## src/rtl/mpq_pkg.sv

```systemverilog
// ----------------------------------------------------------------------------
// mpq_pkg
// Shared types and constants for the max-priority queue block.
// ----------------------------------------------------------------------------
package mpq_pkg;

    // Default sizing, overridable from the top level
    localparam int DEPTH_DEF      = 64;
    localparam int PRIO_WIDTH_DEF = 16;

    // Fixed field widths on the streams and the config port
    localparam int MODE_W     = 2;
    localparam int PRIO_IN_W  = 16;
    localparam int MAX_OUT_W  = 16;
    localparam int COUNT_W    = 7;
    localparam int CAP_W      = 7;
    localparam int S_TDATA_W  = 24;
    localparam int M_TDATA_W  = 32;

    localparam logic [CAP_W-1:0] CAP_RESET = 7'd64;

    // Operation codes carried in the mode field
    typedef enum logic [MODE_W-1:0] {
        MODE_INSERT = 2'd0,
        MODE_DELETE = 2'd1,
        MODE_QUERY  = 2'd2,
        MODE_RSVD   = 2'd3     // behaves as a status query
    } t_mode;

    // Controller states
    typedef enum logic [1:0] {
        ST_IDLE = 2'd0,
        ST_EXEC = 2'd1,
        ST_SCAN = 2'd2,
        ST_OUT  = 2'd3
    } t_state;

    // Controller to datapath
    typedef struct packed {
        logic latch;        // capture the accepted item
        logic exec;         // run insert / error check, arm the scan
        logic scan_step;    // one read/compare/shift step of delete-max
        logic scan_finish;  // commit new maximum and count
        logic load_out;     // fill the output register
    } t_ctrl_cmd;

    // Datapath to controller
    typedef struct packed {
        logic del_go;       // latched item is a delete on a non-empty queue
        logic scan_done;    // every stored entry has been visited
        logic out_free;     // output register can take a result
    } t_ctrl_status;

endpackage

```

## src/rtl/mpq_ctrl.sv

```systemverilog
// ----------------------------------------------------------------------------
// mpq_ctrl
// Sequencer for the queue: accepts an item, runs the operation, then hands
// the status result to the output register.
// ----------------------------------------------------------------------------
module mpq_ctrl (
    input  logic                  i_clk,
    input  logic                  i_rst_n,
    input  logic                  i_in_valid,
    output logic                  o_in_ready,
    input  mpq_pkg::t_ctrl_status i_status,
    output mpq_pkg::t_ctrl_cmd    o_cmd
);
    import mpq_pkg::*;

    t_state r_state;
    t_state n_state;

    // State register
    always_ff @(posedge i_clk) begin
        if (!i_rst_n) begin
            r_state <= ST_IDLE;
        end else begin
            r_state <= n_state;
        end
    end

    // Next state
    always_comb begin
        n_state = r_state;
        unique case (r_state)
            ST_IDLE: begin
                if (i_in_valid) n_state = ST_EXEC;
            end
            ST_EXEC: begin
                n_state = i_status.del_go ? ST_SCAN : ST_OUT;
            end
            ST_SCAN: begin
                if (i_status.scan_done) n_state = ST_OUT;
            end
            ST_OUT: begin
                if (i_status.out_free) n_state = ST_IDLE;
            end
            default: n_state = ST_IDLE;
        endcase
    end

    // Outputs
    always_comb begin
        o_cmd      = '0;
        o_in_ready = 1'b0;
        unique case (r_state)
            ST_IDLE: begin
                o_in_ready  = 1'b1;
                o_cmd.latch = i_in_valid;
            end
            ST_EXEC: begin
                o_cmd.exec = 1'b1;
            end
            ST_SCAN: begin
                o_cmd.scan_finish = i_status.scan_done;
                o_cmd.scan_step   = !i_status.scan_done;
            end
            ST_OUT: begin
                o_cmd.load_out = i_status.out_free;
            end
            default: begin
                o_cmd = '0;
            end
        endcase
    end

endmodule

```

## src/rtl/mpq_datapath.sv

```systemverilog
// ----------------------------------------------------------------------------
// mpq_datapath
// Entry memory, count, tracked maximum, capacity register and output
// register. Delete-max is one pipelined pass over the stored entries: find
// the first entry equal to the maximum, shift later entries down one place
// and collect the maximum of what remains.
// ----------------------------------------------------------------------------
module mpq_datapath #(
    parameter int DEPTH      = mpq_pkg::DEPTH_DEF,
    parameter int PRIO_WIDTH = mpq_pkg::PRIO_WIDTH_DEF
) (
    input  logic                              i_clk,
    input  logic                              i_rst_n,
    input  mpq_pkg::t_ctrl_cmd                i_cmd,
    output mpq_pkg::t_ctrl_status             o_status,
    input  logic [mpq_pkg::S_TDATA_W-1:0]     i_s_tdata,
    input  logic                              i_cfg_valid,
    input  logic [mpq_pkg::CAP_W-1:0]         i_cfg_data,
    input  logic                              i_m_tready,
    output logic                              o_m_tvalid,
    output logic [mpq_pkg::M_TDATA_W-1:0]     o_m_tdata
);
    import mpq_pkg::*;

    localparam int AW   = (DEPTH > 1) ? $clog2(DEPTH) : 1;
    localparam int CW   = $clog2(DEPTH + 1);
    localparam int CMPW = (CW > CAP_W) ? CW : CAP_W;

    // Entry memory, one write and one registered read per cycle
    logic [PRIO_WIDTH-1:0] mem [DEPTH];

    // Control and state registers
    logic [CAP_W-1:0]      r_cap;
    logic [CW-1:0]         r_count;
    logic [PRIO_WIDTH-1:0] r_max;
    logic [CW-1:0]         r_idx;
    logic                  r_pend;
    logic                  r_found;
    logic                  r_m_valid;

    // Payload registers
    t_mode                 r_mode;
    logic [PRIO_WIDTH-1:0] r_prio;
    logic                  r_err;
    logic [AW-1:0]         r_pidx;
    logic [PRIO_WIDTH-1:0] r_best;
    logic [PRIO_WIDTH-1:0] r_rd_data;
    logic [M_TDATA_W-1:0]  r_m_data;

    logic [31:0]           w_prio_ext;
    logic [CMPW-1:0]       w_cap_ext;
    logic [CMPW-1:0]       w_eff_cap;
    logic                  w_full;
    logic                  w_empty;
    logic                  w_ins_ok;
    logic                  w_rd_en;
    logic                  w_hit;
    logic                  w_we;
    logic [AW-1:0]         w_wa;
    logic [PRIO_WIDTH-1:0] w_wd;
    logic [31:0]           w_max_ext;
    logic [31:0]           w_count_ext;

    // Input field unpack: priority is masked to the stored width
    assign w_prio_ext = 32'(i_s_tdata[MODE_W +: PRIO_IN_W]);

    // Capacity saturates at the memory depth
    assign w_cap_ext = CMPW'(r_cap);
    assign w_eff_cap = (w_cap_ext > CMPW'(DEPTH)) ? CMPW'(DEPTH) : w_cap_ext;
    assign w_full    = CMPW'(r_count) >= w_eff_cap;
    assign w_empty   = (r_count == '0);
    assign w_ins_ok  = (r_mode == MODE_INSERT) && !w_full;

    // Scan pipeline: read index r_idx now, process index r_pidx data now
    assign w_rd_en = i_cmd.scan_step && (r_idx < r_count);
    assign w_hit   = !r_found && (r_rd_data == r_max);

    // Memory write: append on insert, shift down after the removed entry
    always_comb begin
        w_we = 1'b0;
        w_wa = r_count[AW-1:0];
        w_wd = r_prio;
        if (i_cmd.exec && w_ins_ok) begin
            w_we = 1'b1;
        end else if (i_cmd.scan_step && r_pend && r_found) begin
            w_we = 1'b1;
            w_wa = r_pidx - 1'b1;
            w_wd = r_rd_data;
        end
    end

    always_ff @(posedge i_clk) begin
        if (w_we) mem[w_wa] <= w_wd;
        if (w_rd_en) r_rd_data <= mem[r_idx[AW-1:0]];
    end

    // Status to the controller
    assign o_status.del_go    = (r_mode == MODE_DELETE) && !w_empty;
    assign o_status.scan_done = (r_idx == r_count) && !r_pend;
    assign o_status.out_free  = !r_m_valid || i_m_tready;

    // Queue state and control registers
    always_ff @(posedge i_clk) begin
        if (!i_rst_n) begin
            r_cap     <= CAP_RESET;
            r_count   <= '0;
            r_max     <= '0;
            r_idx     <= '0;
            r_pend    <= 1'b0;
            r_found   <= 1'b0;
            r_m_valid <= 1'b0;
        end else begin
            if (i_cfg_valid) r_cap <= i_cfg_data;

            if (i_cmd.exec) begin
                r_idx   <= '0;
                r_pend  <= 1'b0;
                r_found <= 1'b0;
                if (w_ins_ok) begin
                    r_count <= r_count + 1'b1;
                    if (r_prio > r_max) r_max <= r_prio;
                end
            end

            if (i_cmd.scan_step) begin
                r_pend <= w_rd_en;
                if (w_rd_en) r_idx <= r_idx + 1'b1;
                if (r_pend && w_hit) r_found <= 1'b1;
            end

            if (i_cmd.scan_finish) begin
                r_max <= r_best;
                if (r_found) r_count <= r_count - 1'b1;
            end

            // Output register handshake
            if (i_cmd.load_out) begin
                r_m_valid <= 1'b1;
            end else if (i_m_tready) begin
                r_m_valid <= 1'b0;
            end
        end
    end

    // Payload registers
    always_ff @(posedge i_clk) begin
        if (i_cmd.latch) begin
            r_mode <= t_mode'(i_s_tdata[MODE_W-1:0]);
            r_prio <= w_prio_ext[PRIO_WIDTH-1:0];
        end
        if (i_cmd.exec) begin
            r_best <= '0;
            r_err  <= ((r_mode == MODE_INSERT) && w_full) ||
                      ((r_mode == MODE_DELETE) && w_empty);
        end
        if (i_cmd.scan_step) begin
            if (w_rd_en) r_pidx <= r_idx[AW-1:0];
            if (r_pend && !w_hit && (r_rd_data > r_best)) r_best <= r_rd_data;
        end
        if (i_cmd.load_out) begin
            r_m_data <= {6'd0, r_err, w_full, w_empty,
                         w_count_ext[COUNT_W-1:0], w_max_ext[MAX_OUT_W-1:0]};
        end
    end

    assign w_max_ext   = 32'(r_max);
    assign w_count_ext = 32'(r_count);

    assign o_m_tvalid = r_m_valid;
    assign o_m_tdata  = r_m_data;

endmodule

```

## src/rtl/max_priority_queue_top.sv

```systemverilog
// ----------------------------------------------------------------------------
// max_priority_queue_top
// Max-priority queue held as an unsorted array with a tracked maximum.
// ----------------------------------------------------------------------------
// Insert, status query and rejected ops run exec, then output load. Delete-max
// runs exec, one memory read per stored entry, one more for the last
// registered read, commit, output load. Output load waits while the output
// register holds an unaccepted result. Items are taken one at a time; the next
// item is accepted while a result waits in the output register.
// Reset is synchronous, active low: queue empty, maximum 0, capacity 64.
module max_priority_queue_top #(
    parameter int DEPTH      = mpq_pkg::DEPTH_DEF,
    parameter int PRIO_WIDTH = mpq_pkg::PRIO_WIDTH_DEF
) (
    input  logic                          i_clk,
    input  logic                          i_rst_n,
    // tdata: [1:0] mode, [17:2] priority_req
    input  logic                          s_axis_tvalid,
    output logic                          s_axis_tready,
    input  logic [mpq_pkg::S_TDATA_W-1:0] s_axis_tdata,
    // tdata: [15:0] max_value, [22:16] count, [23] is_empty, [24] is_full,
    //        [25] op_error
    output logic                          m_axis_tvalid,
    input  logic                          m_axis_tready,
    output logic [mpq_pkg::M_TDATA_W-1:0] m_axis_tdata,
    // capacity register write
    input  logic                          i_cfg_valid,
    output logic                          o_cfg_ready,
    input  logic [mpq_pkg::CAP_W-1:0]     i_cfg_data
);
    import mpq_pkg::*;

    t_ctrl_cmd    w_cmd;
    t_ctrl_status w_status;

    // Capacity writes are always taken
    assign o_cfg_ready = 1'b1;

    mpq_ctrl u_ctrl (
        .i_clk      (i_clk),
        .i_rst_n    (i_rst_n),
        .i_in_valid (s_axis_tvalid),
        .o_in_ready (s_axis_tready),
        .i_status   (w_status),
        .o_cmd      (w_cmd)
    );

    mpq_datapath #(
        .DEPTH      (DEPTH),
        .PRIO_WIDTH (PRIO_WIDTH)
    ) u_datapath (
        .i_clk       (i_clk),
        .i_rst_n     (i_rst_n),
        .i_cmd       (w_cmd),
        .o_status    (w_status),
        .i_s_tdata   (s_axis_tdata),
        .i_cfg_valid (i_cfg_valid),
        .i_cfg_data  (i_cfg_data),
        .i_m_tready  (m_axis_tready),
        .o_m_tvalid  (m_axis_tvalid),
        .o_m_tdata   (m_axis_tdata)
    );

endmodule

```

## config.mk

```make
export PLATFORM = sky130hd
export DESIGN_NAME = max_priority_queue_top
export DESIGN_NICKNAME = d
export VERILOG_FILES = /design/src/rtl/mpq_pkg.sv /design/src/rtl/mpq_ctrl.sv /design/src/rtl/mpq_datapath.sv /design/src/rtl/max_priority_queue_top.sv
export SDC_FILE = /design/constraint.sdc
export NUM_CORES = 1
export LEC_CHECK = 0
export BUFFER_PORTS_ARGS = -buffer_cell sky130_fd_sc_hd__buf_2
export CAP_MARGIN = 20
export CORE_MARGIN = 5
export CORE_UTILIZATION = 60
export DETAILED_ROUTE_END_ITERATION = 7
export PLACE_DENSITY = 0.78
export RECOVER_POWER = 25
export SETUP_SLACK_MARGIN = 0.15
export SYNTH_ARGS = -nofsm -noshare
export SYNTH_HDL_FRONTEND = slang
export SYNTH_SLANG_ARGS = --single-unit
```

## constraint.sdc

```tcl
create_clock -name i_clk -period 13.3 [get_ports i_clk]
set_clock_uncertainty 0.2 [all_clocks]
set_input_delay 0.665 -clock i_clk [delete_from_list [all_inputs] [get_ports i_clk]]
set_output_delay 0.665 -clock i_clk [all_outputs]
set_load 0.01 [all_outputs]
```

# [Word-level counts from Yosys, hierarchy flattened]
# Memory sizes are Yosys's and may differ from the RTL's. A register that Yosys moved wholly into a read port is not among the register bits.
# Cells that the tools add are included.
[word_totals] ff_bits=109 ramBits=1024 input_bits=36 output_inout_bits=35 wordCells=106 mem_count=1
[op_classes] addsub=4 n_lt_le_gt_ge=5 eq_ne=9 muxes=40 n_reduce_logical=33
[mem_list] name="u_datapath.mem" depth=64 word_bits=16 read_ports=1 rd_ports_with_merged_regs=1 wr=1 line="mpq_datapath.sv:30" source="logic [PRIO_WIDTH-1:0] mem [DEPTH];"
[ops] op="$mux 16" n=9
[ops] op="$mux 7" n=8
[ops] op="$gt 16x16->1" n=2
[ops] op="$eq 16x16->1" n=1
[ops] op="$mux 1" n=16
[ops] op="$add 7x1->7 const B" n=2
[ops] op="$logic_and 1x1->1" n=13
[ops] op="$mux 6" n=2
[ops] op="$reduce_bool 2->1" n=5
[ops] op="$mux 2" n=4
[ops] op="$pmux 2 s4" n=1
[ops] op="$eq 7x7->1" n=1
[ops] op="$ge 7x7->1" n=1
[ops] op="$gt 7x7->1 const B" n=1
[ops] op="$logic_not 1->1" n=7
[ops] op="$logic_not 7->1" n=1
[ops] op="$lt 7x7->1" n=1
[ops] op="$sub 7x1->7 const B" n=1
[ops] op="$reduce_and 3->1" n=2
[ops] op="$sub 6x1->6 const B" n=1
[ops] op="$eq 2x1->1 const B" n=2
[ops] op="$eq 2x2->1 const B" n=2
[ops] op="$logic_not 2->1" n=2
[ops] op="$ne 2x1->1 const B" n=2
[ops] op="other kinds (3)" n=4

# [Logic depth before layout (Yosys ltp)]
[logic_depth] ltp_word=10 mapped_depth=12 mapped_depth_nobuf=10

# [Modules after synthesis]
# A second synthesis with hierarchy kept.
[hier_totals] cells_unflattened=2337 area_unflattened_um2=46133.0
[modules_own_cells] mod="mpq_datapath" instances=1 cells_per_inst=2312 area_each_um2=45905.3 seq_area_each_um2=33882.5
[modules_own_cells] mod="mpq_ctrl" instances=1 cells_per_inst=23 area_each_um2=216.5 seq_area_each_um2=40.0
[modules_own_cells] mod="max_priority_queue_top" instances=1 cells_per_inst=2 area_each_um2=11.3 seq_area_each_um2=0.0

# [Worst setup path after synthesis]
# No wires, ideal clock.
[synth_timing] path_type="register to register" from="reg u_datapath.r_count[0]" to="mem u_datapath.mem[0][0] in the netlist's numbering, data pin" setup_time_ns=0.702 t_arrival_ns=4.985 t_required_ns=12.398 path_slack_ns=7.413 stages_incl_launch_ff=11 path_buffers=3 period_less_slack_ns=5.887 path_cell_list="dfxtp_1 -> clkbuf_1 -> clkinv_1 -> ha_1 -> nand2b_1 -> a211oi_1 -> o311a_1 -> clkbuf_1 -> a21oi_1 -> clkbuf_1 -> o21ai_0"
[synth_between] elab_chain_cells=8 word_cells_on_any_way=12 cone_classes="order compare: 1; eq/ne: 1; mux: 3; reduce/logical: 7"
[synth_rtl] element="start, declared" line="mpq_datapath.sv:34" source="logic [CW-1:0] r_count;"
[synth_rtl] element="start signal, assigned" line="mpq_datapath.sv:120" source="r_count <= r_count + 1'b1;"
[synth_rtl] element="start signal, assigned" line="mpq_datapath.sv:133" source="if (r_found) r_count <= r_count - 1'b1;"
[synth_rtl] element="$eq 7x7->1" line="mpq_datapath.sv:99" source="assign o_status.scan_done = (r_idx == r_count) && !r_pend;"
[synth_rtl] element="$logic_and 1x1->1" line="mpq_datapath.sv:99"
[synth_rtl] element="$logic_not 1->1" line="mpq_ctrl.sv:62" source="o_cmd.scan_step = !i_status.scan_done;"
[synth_rtl] element="$mux 2" line="mpq_ctrl.sv:52" source="unique case (r_state)"
[synth_rtl] element="$logic_and 1x1->1 (2 in series)" line="mpq_datapath.sv:85" source="end else if (i_cmd.scan_step && r_pend && r_found) begin"
[synth_rtl] element="$mux 16" line="mpq_datapath.sv:85"
[synth_rtl] element="$mux 16 *" line="mpq_datapath.sv:83" source="if (i_cmd.exec && w_ins_ok) begin"
[synth_rtl] element="net u_datapath.w_wd[0]" line="mpq_datapath.sv:60" source="logic [PRIO_WIDTH-1:0] w_wd;"
[synth_rtl] element="end, declared" line="mpq_datapath.sv:30"
# The timed path passes the listed nets; every way through them passes the cells marked *.

# [Worst setup path in the final report]
[layout_timing] from="reg u_datapath.r_count[0]" to="mem u_datapath.mem[56][6] in the netlist's numbering, data pin"
[layout_between] word_cells_on_any_way=12 cone_classes="order compare: 1; eq/ne: 1; mux: 3; reduce/logical: 7"
[layout_lines] element="$ge 7x7->1" line="mpq_datapath.sv:70" source="assign w_full = CMPW'(r_count) >= w_eff_cap;"
[layout_lines] element="net u_datapath.w_full" line="mpq_datapath.sv:53" source="logic w_full;"
[layout_lines] element="$logic_not 1->1" line="mpq_datapath.sv:72" source="assign w_ins_ok = (r_mode == MODE_INSERT) && !w_full;"
[layout_lines] element="$logic_and 1x1->1" line="mpq_datapath.sv:72"
[layout_lines] element="$logic_and 1x1->1" line="mpq_datapath.sv:83"
[layout_lines] element="$mux 16" line="mpq_datapath.sv:83"
[layout_lines] element="net u_datapath.w_wd[6]" line="mpq_datapath.sv:60"
# The timed path passes the listed nets, and every way through them passes these cells.

==> results.py <==
metrics = {
    "outcome": {
        "status": "finished, violations left",
        "violations": "max-capacitance violations, max-slew violations",
    },
    "sta": {
        "rsz0062_at_grt": "no",
        "hold_viol": 0,
        "fmax_mhz": 112,
        "tns_ns": 0,
        "report.final.slew_viol_count": 480,
        "maxSlewHeadroom": -1.10,
        "worst_pin_slew_ns": 3.15,
        "layout_min_cycle_time_ns": 8.96,
        "fin_crit_sh": 0.674,
        "setup_viol": 0,
    },
    "clock_network": {
        "cts_resized": 0,
        "clkLatencyLatePin_ns": 0.69,
        "htreeDepth": 3,
        "cts_root_buffer": "clkbuf_16",
        "numCtsBuffers": 108,
        "cts_tree": "built",
        "clkSlewWorstSetupHoldPaths_ns": 0.07,
        "cts_max_path_buffers": 3,
        "cts.sinks": 1149,
    },
    "place": {
        "place_area_um2": 48100,
        "io_buffer_count": 57,
        "dp_hpwl_um": 67400,
        "globalplace.congestion": 0.948,
        "dp_cells": 3533,
    },
    "drt": {
        "wl_met1_um": 42600,
        "wl_met3_um": 12500,
        "drc": 0,
        "met2_wirelength_um": 54000,
        "routed.top_layer": "met5",
        "antenna_left": 0,
        "wire_per_inst_um": 30.4,
        "drtIter0Drc": 3207,
        "drt-total-wl_um": 115000,
        "vias": 25200,
        "dr.pass1.iters": 6,
        "vias_per_cell": 6.69,
    },
    "pwr": {
        "switchingPower_w": 0.00186,
        "power.density_nw_per_um2": 154,
        "power.internal_w": 0.00609,
        "power_w": 0.00795,
        "pwr-share-comb": 0.078,
        "p_seq_frac": 0.536,
        "clkPwrFrac": 0.386,
        "switching_share": 0.234,
        "p_leak_nw": 16.1,
        "vdd_drop_max_uv": 118,
    },
    "final_layout": {
        "area_growth_pct": 11.9,
        "fin_cells": 3766,
        "layout.nets": 2730,
        "drive_above_1_share": 0.200,
        "final_area_um2": 51800,
    },
    "critical_path": {
        "worstSetupPathType": "register to register",
        "cp.arrival_ns": 8.89,
        "required_ns": 13.23,
        "cp_common_cell": "clkbuf_1",
        "cp_slowest_cell": "clkbuf_1",
        "path_cells": "clkinv_1, ha_1, nand2b_1, a211oi_1, o311a_1, clkbuf_1, clkinv_1, o21ai_0, clkbuf_1, nand2_1, nand2_1, clkbuf_1",
        "crit_buf_inv": 5,
        "end_kind": "register",
        "worstPathMaxFanout": 52,
        "path_delay_family": "buffers and inverters",
        "max_stage_delay_ns": 1.81,
        "start_kind": "register",
    },
    "flow_run": {
        "maxCapViolCount": 13,
    },
    "floorplanning": {
        "pin_count": 71,
        "core_um2": 76200,
        "die_h_um": 288,
        "initial_utilization": 0.607,
        "die_area_um2": 82700,
        "die_w_um": 288,
        "fp-row-count": 101,
    },
    "logic_synthesis": {
        "avgSynthCellArea_um2": 18.6,
        "synth_cells": 2480,
        "synth-seq-cells": 1149,
        "ys_seq_area_frac": 0.734,
        "yosysUniqueCellTypes": 68,
        "yosys_warnings": 0,
        "synth-edff-count": 1091,
        "syn_area_um2": 46200,
        "yosys_most_used_dff": "edfxtp_1",
        "async_flop_share": 0,
    },
    "grt": {
        "gr-total-overflow": 0,
        "grtUsageTotal": 0.277,
        "grt_max_degree": 93,
        "grt_pass1_vias": 25300,
        "grt_antenna_before_repair": 3,
        "grt_pass1_wl_um": 168000,
    },
    "min_path": {
        "hold_class": "primary input to register",
    },
}
## power groups by stage
stage | clock network [W] | registers (W) | logic, W
after global routing | 0.00327 | 0.00426 | 0.000675
after global placement | 0 | 0.00433 | 0.000570
after CTS | 0.00311 | 0.00426 | 0.000617
after floorplan | 0 | 0.00432 | 0.000356
after detailed placement | 0 | 0.00433 | 0.000608
final | 0.00307 | 0.00426 | 0.000624
## layout make-up
type / instances / area (um2)
well taps: 1030 / 1290
repair buffers: 185 / 1210
multi-input cells: 1138 / 11500
clock inverters: 77 / 778
diodes: 2 / 5.00
clock buffers: 128 / 2800
fillers: 4731 / 24400
inverters: 57 / 214
flip-flops and latches: 1149 / 33900
## state kept, by name, indices dropped and copies added, names as in the netlist
signal                 count
u_datapath.r_best         16
u_datapath.o_m_tdata      26
u_datapath.r_pend          1
u_datapath.r_cap           7
u_datapath.r_mode          2
u_datapath.r_prio         16
u_ctrl.r_state             2
u_datapath.r_max          16
u_datapath.mem          1024
u_datapath.o_m_tvalid      1
u_datapath.r_pidx          6
u_datapath.r_count         7
u_datapath.r_rd_data      16
u_datapath.r_found         1
u_datapath.r_idx           7
u_datapath.r_err           1
## Yosys cell counts (17+ instances only)
master | n | area [um2]
a31oi_1 | 20 | 125
mux2i_1 | 118 | 1180
o21ai_0 | 56 | 280
inv_1 | 53 | 199
mux2_2 | 19 | 214
nand2_1 | 123 | 462
nand3_1 | 20 | 100
a221oi_1 | 31 | 272
clkbuf_1 | 83 | 312
a21oi_1 | 52 | 260
a32oi_1 | 23 | 201
o211ai_1 | 23 | 173
xnor2_1 | 21 | 184
a22oi_1 | 17 | 128
mux4_2 | 238 | 5360
nor3_1 | 17 | 85.1
buf_2 | 40 | 200
dfxtp_1 | 58 | 1160
edfxtp_1 | 1091 | 32800
nor2_1 | 129 | 484
ha_1 | 55 | 688
## layer usage
layer,vias up,global-route usage
met5,-,0
met4,2,0.113
met3,280,0.0644
met2,1624,0.427
met1,12900,0.391
li1,10400,-
## worst register-to-register path: stages, from the launching register on
cell and delay, ns:
dfxtp_1 0.64, clkinv_1 0.52, ha_1 0.43, nand2b_1 0.14
a211oi_1 0.25, o311a_1 0.17, clkbuf_1 1.10, clkinv_1 0.70
o21ai_0 0.32, clkbuf_1 1.41, nand2_1 0.17, nand2_1 0.47
clkbuf_1 1.81
## placed cells by master (no fill, tap or decap), types with 22 or more instances in the layout
master,synthesis,layout
a221oi_1,31,31
inv_1,53,53
clkinv_2,0,28
ha_1,55,55
dfxtp_1,58,57
clkinv_1,4,27
edfxtp_1,1091,1091
clkbuf_1,83,74
buf_4,9,77
o211ai_1,23,23
o21ai_0,56,57
clkbuf_16,0,109
nor2_1,129,129
buf_2,40,28
a32oi_1,23,23
mux2i_1,118,118
mux4_2,238,238
dlygate4sd3_1,0,22
a21oi_1,52,52
nand2_1,123,111
## worst paths after layout
path | to | slack, ns | depth (start not counted) | start
max reg2reg | u_datapath.mem[56][6]$_DFFE_PP_ | 4.34 | 12 | u_datapath.r_count[0]$_SDFF_PN0_
max | u_datapath.mem[56][6]$_DFFE_PP_ | 4.34 | 12 | u_datapath.r_count[0]$_SDFF_PN0_
min reg2reg | u_datapath.o_m_tdata[25]$_DFFE_PP_ | 0.24 | 0 | u_datapath.r_err$_DFFE_PP_
min | u_datapath.r_cap[1]$_SDFFE_PN0P_ | 0.04 | 3 | i_cfg_data[1]
## stage by stage
stage               setup slack, ns  hold WS, ns   util
floorplan                      7.41        0.200      -
global placement               8.24        0.205  0.631
detailed placement             8.13        0.213  0.631
CTS                            8.08      0.00548  0.681
global route                   3.97       0.0414  0.679
finish                         4.34       0.0418  0.679
## logic make-up (layout without fill, tap and decap cells)
logic type               Yosys count  after routing  synth area share
XOR/XNOR                          22             22           0.00417
AO/OA/AOI/OAI                    298            298            0.0449
other                              2              9          0.000162
buffers and inverters            198            447            0.0179
flip-flops                      1149           1149             0.734
multiplexers                     375            375             0.146
AND/OR/NAND/NOR                  381            381            0.0383
adder cells (fa/ha/maj)           55             55            0.0149
## timing repair
| item | 4_1_cts | 5_1_grt |
|---|---|---|
| setup endpoints to repair | 0 | 0 |
| endpoints found under the hold margin | 22 | 0 |
| hold buffers | 22 | 0 |
| buffers inserted | 0 | 0 |
Power figures use the tool's default switching activity.
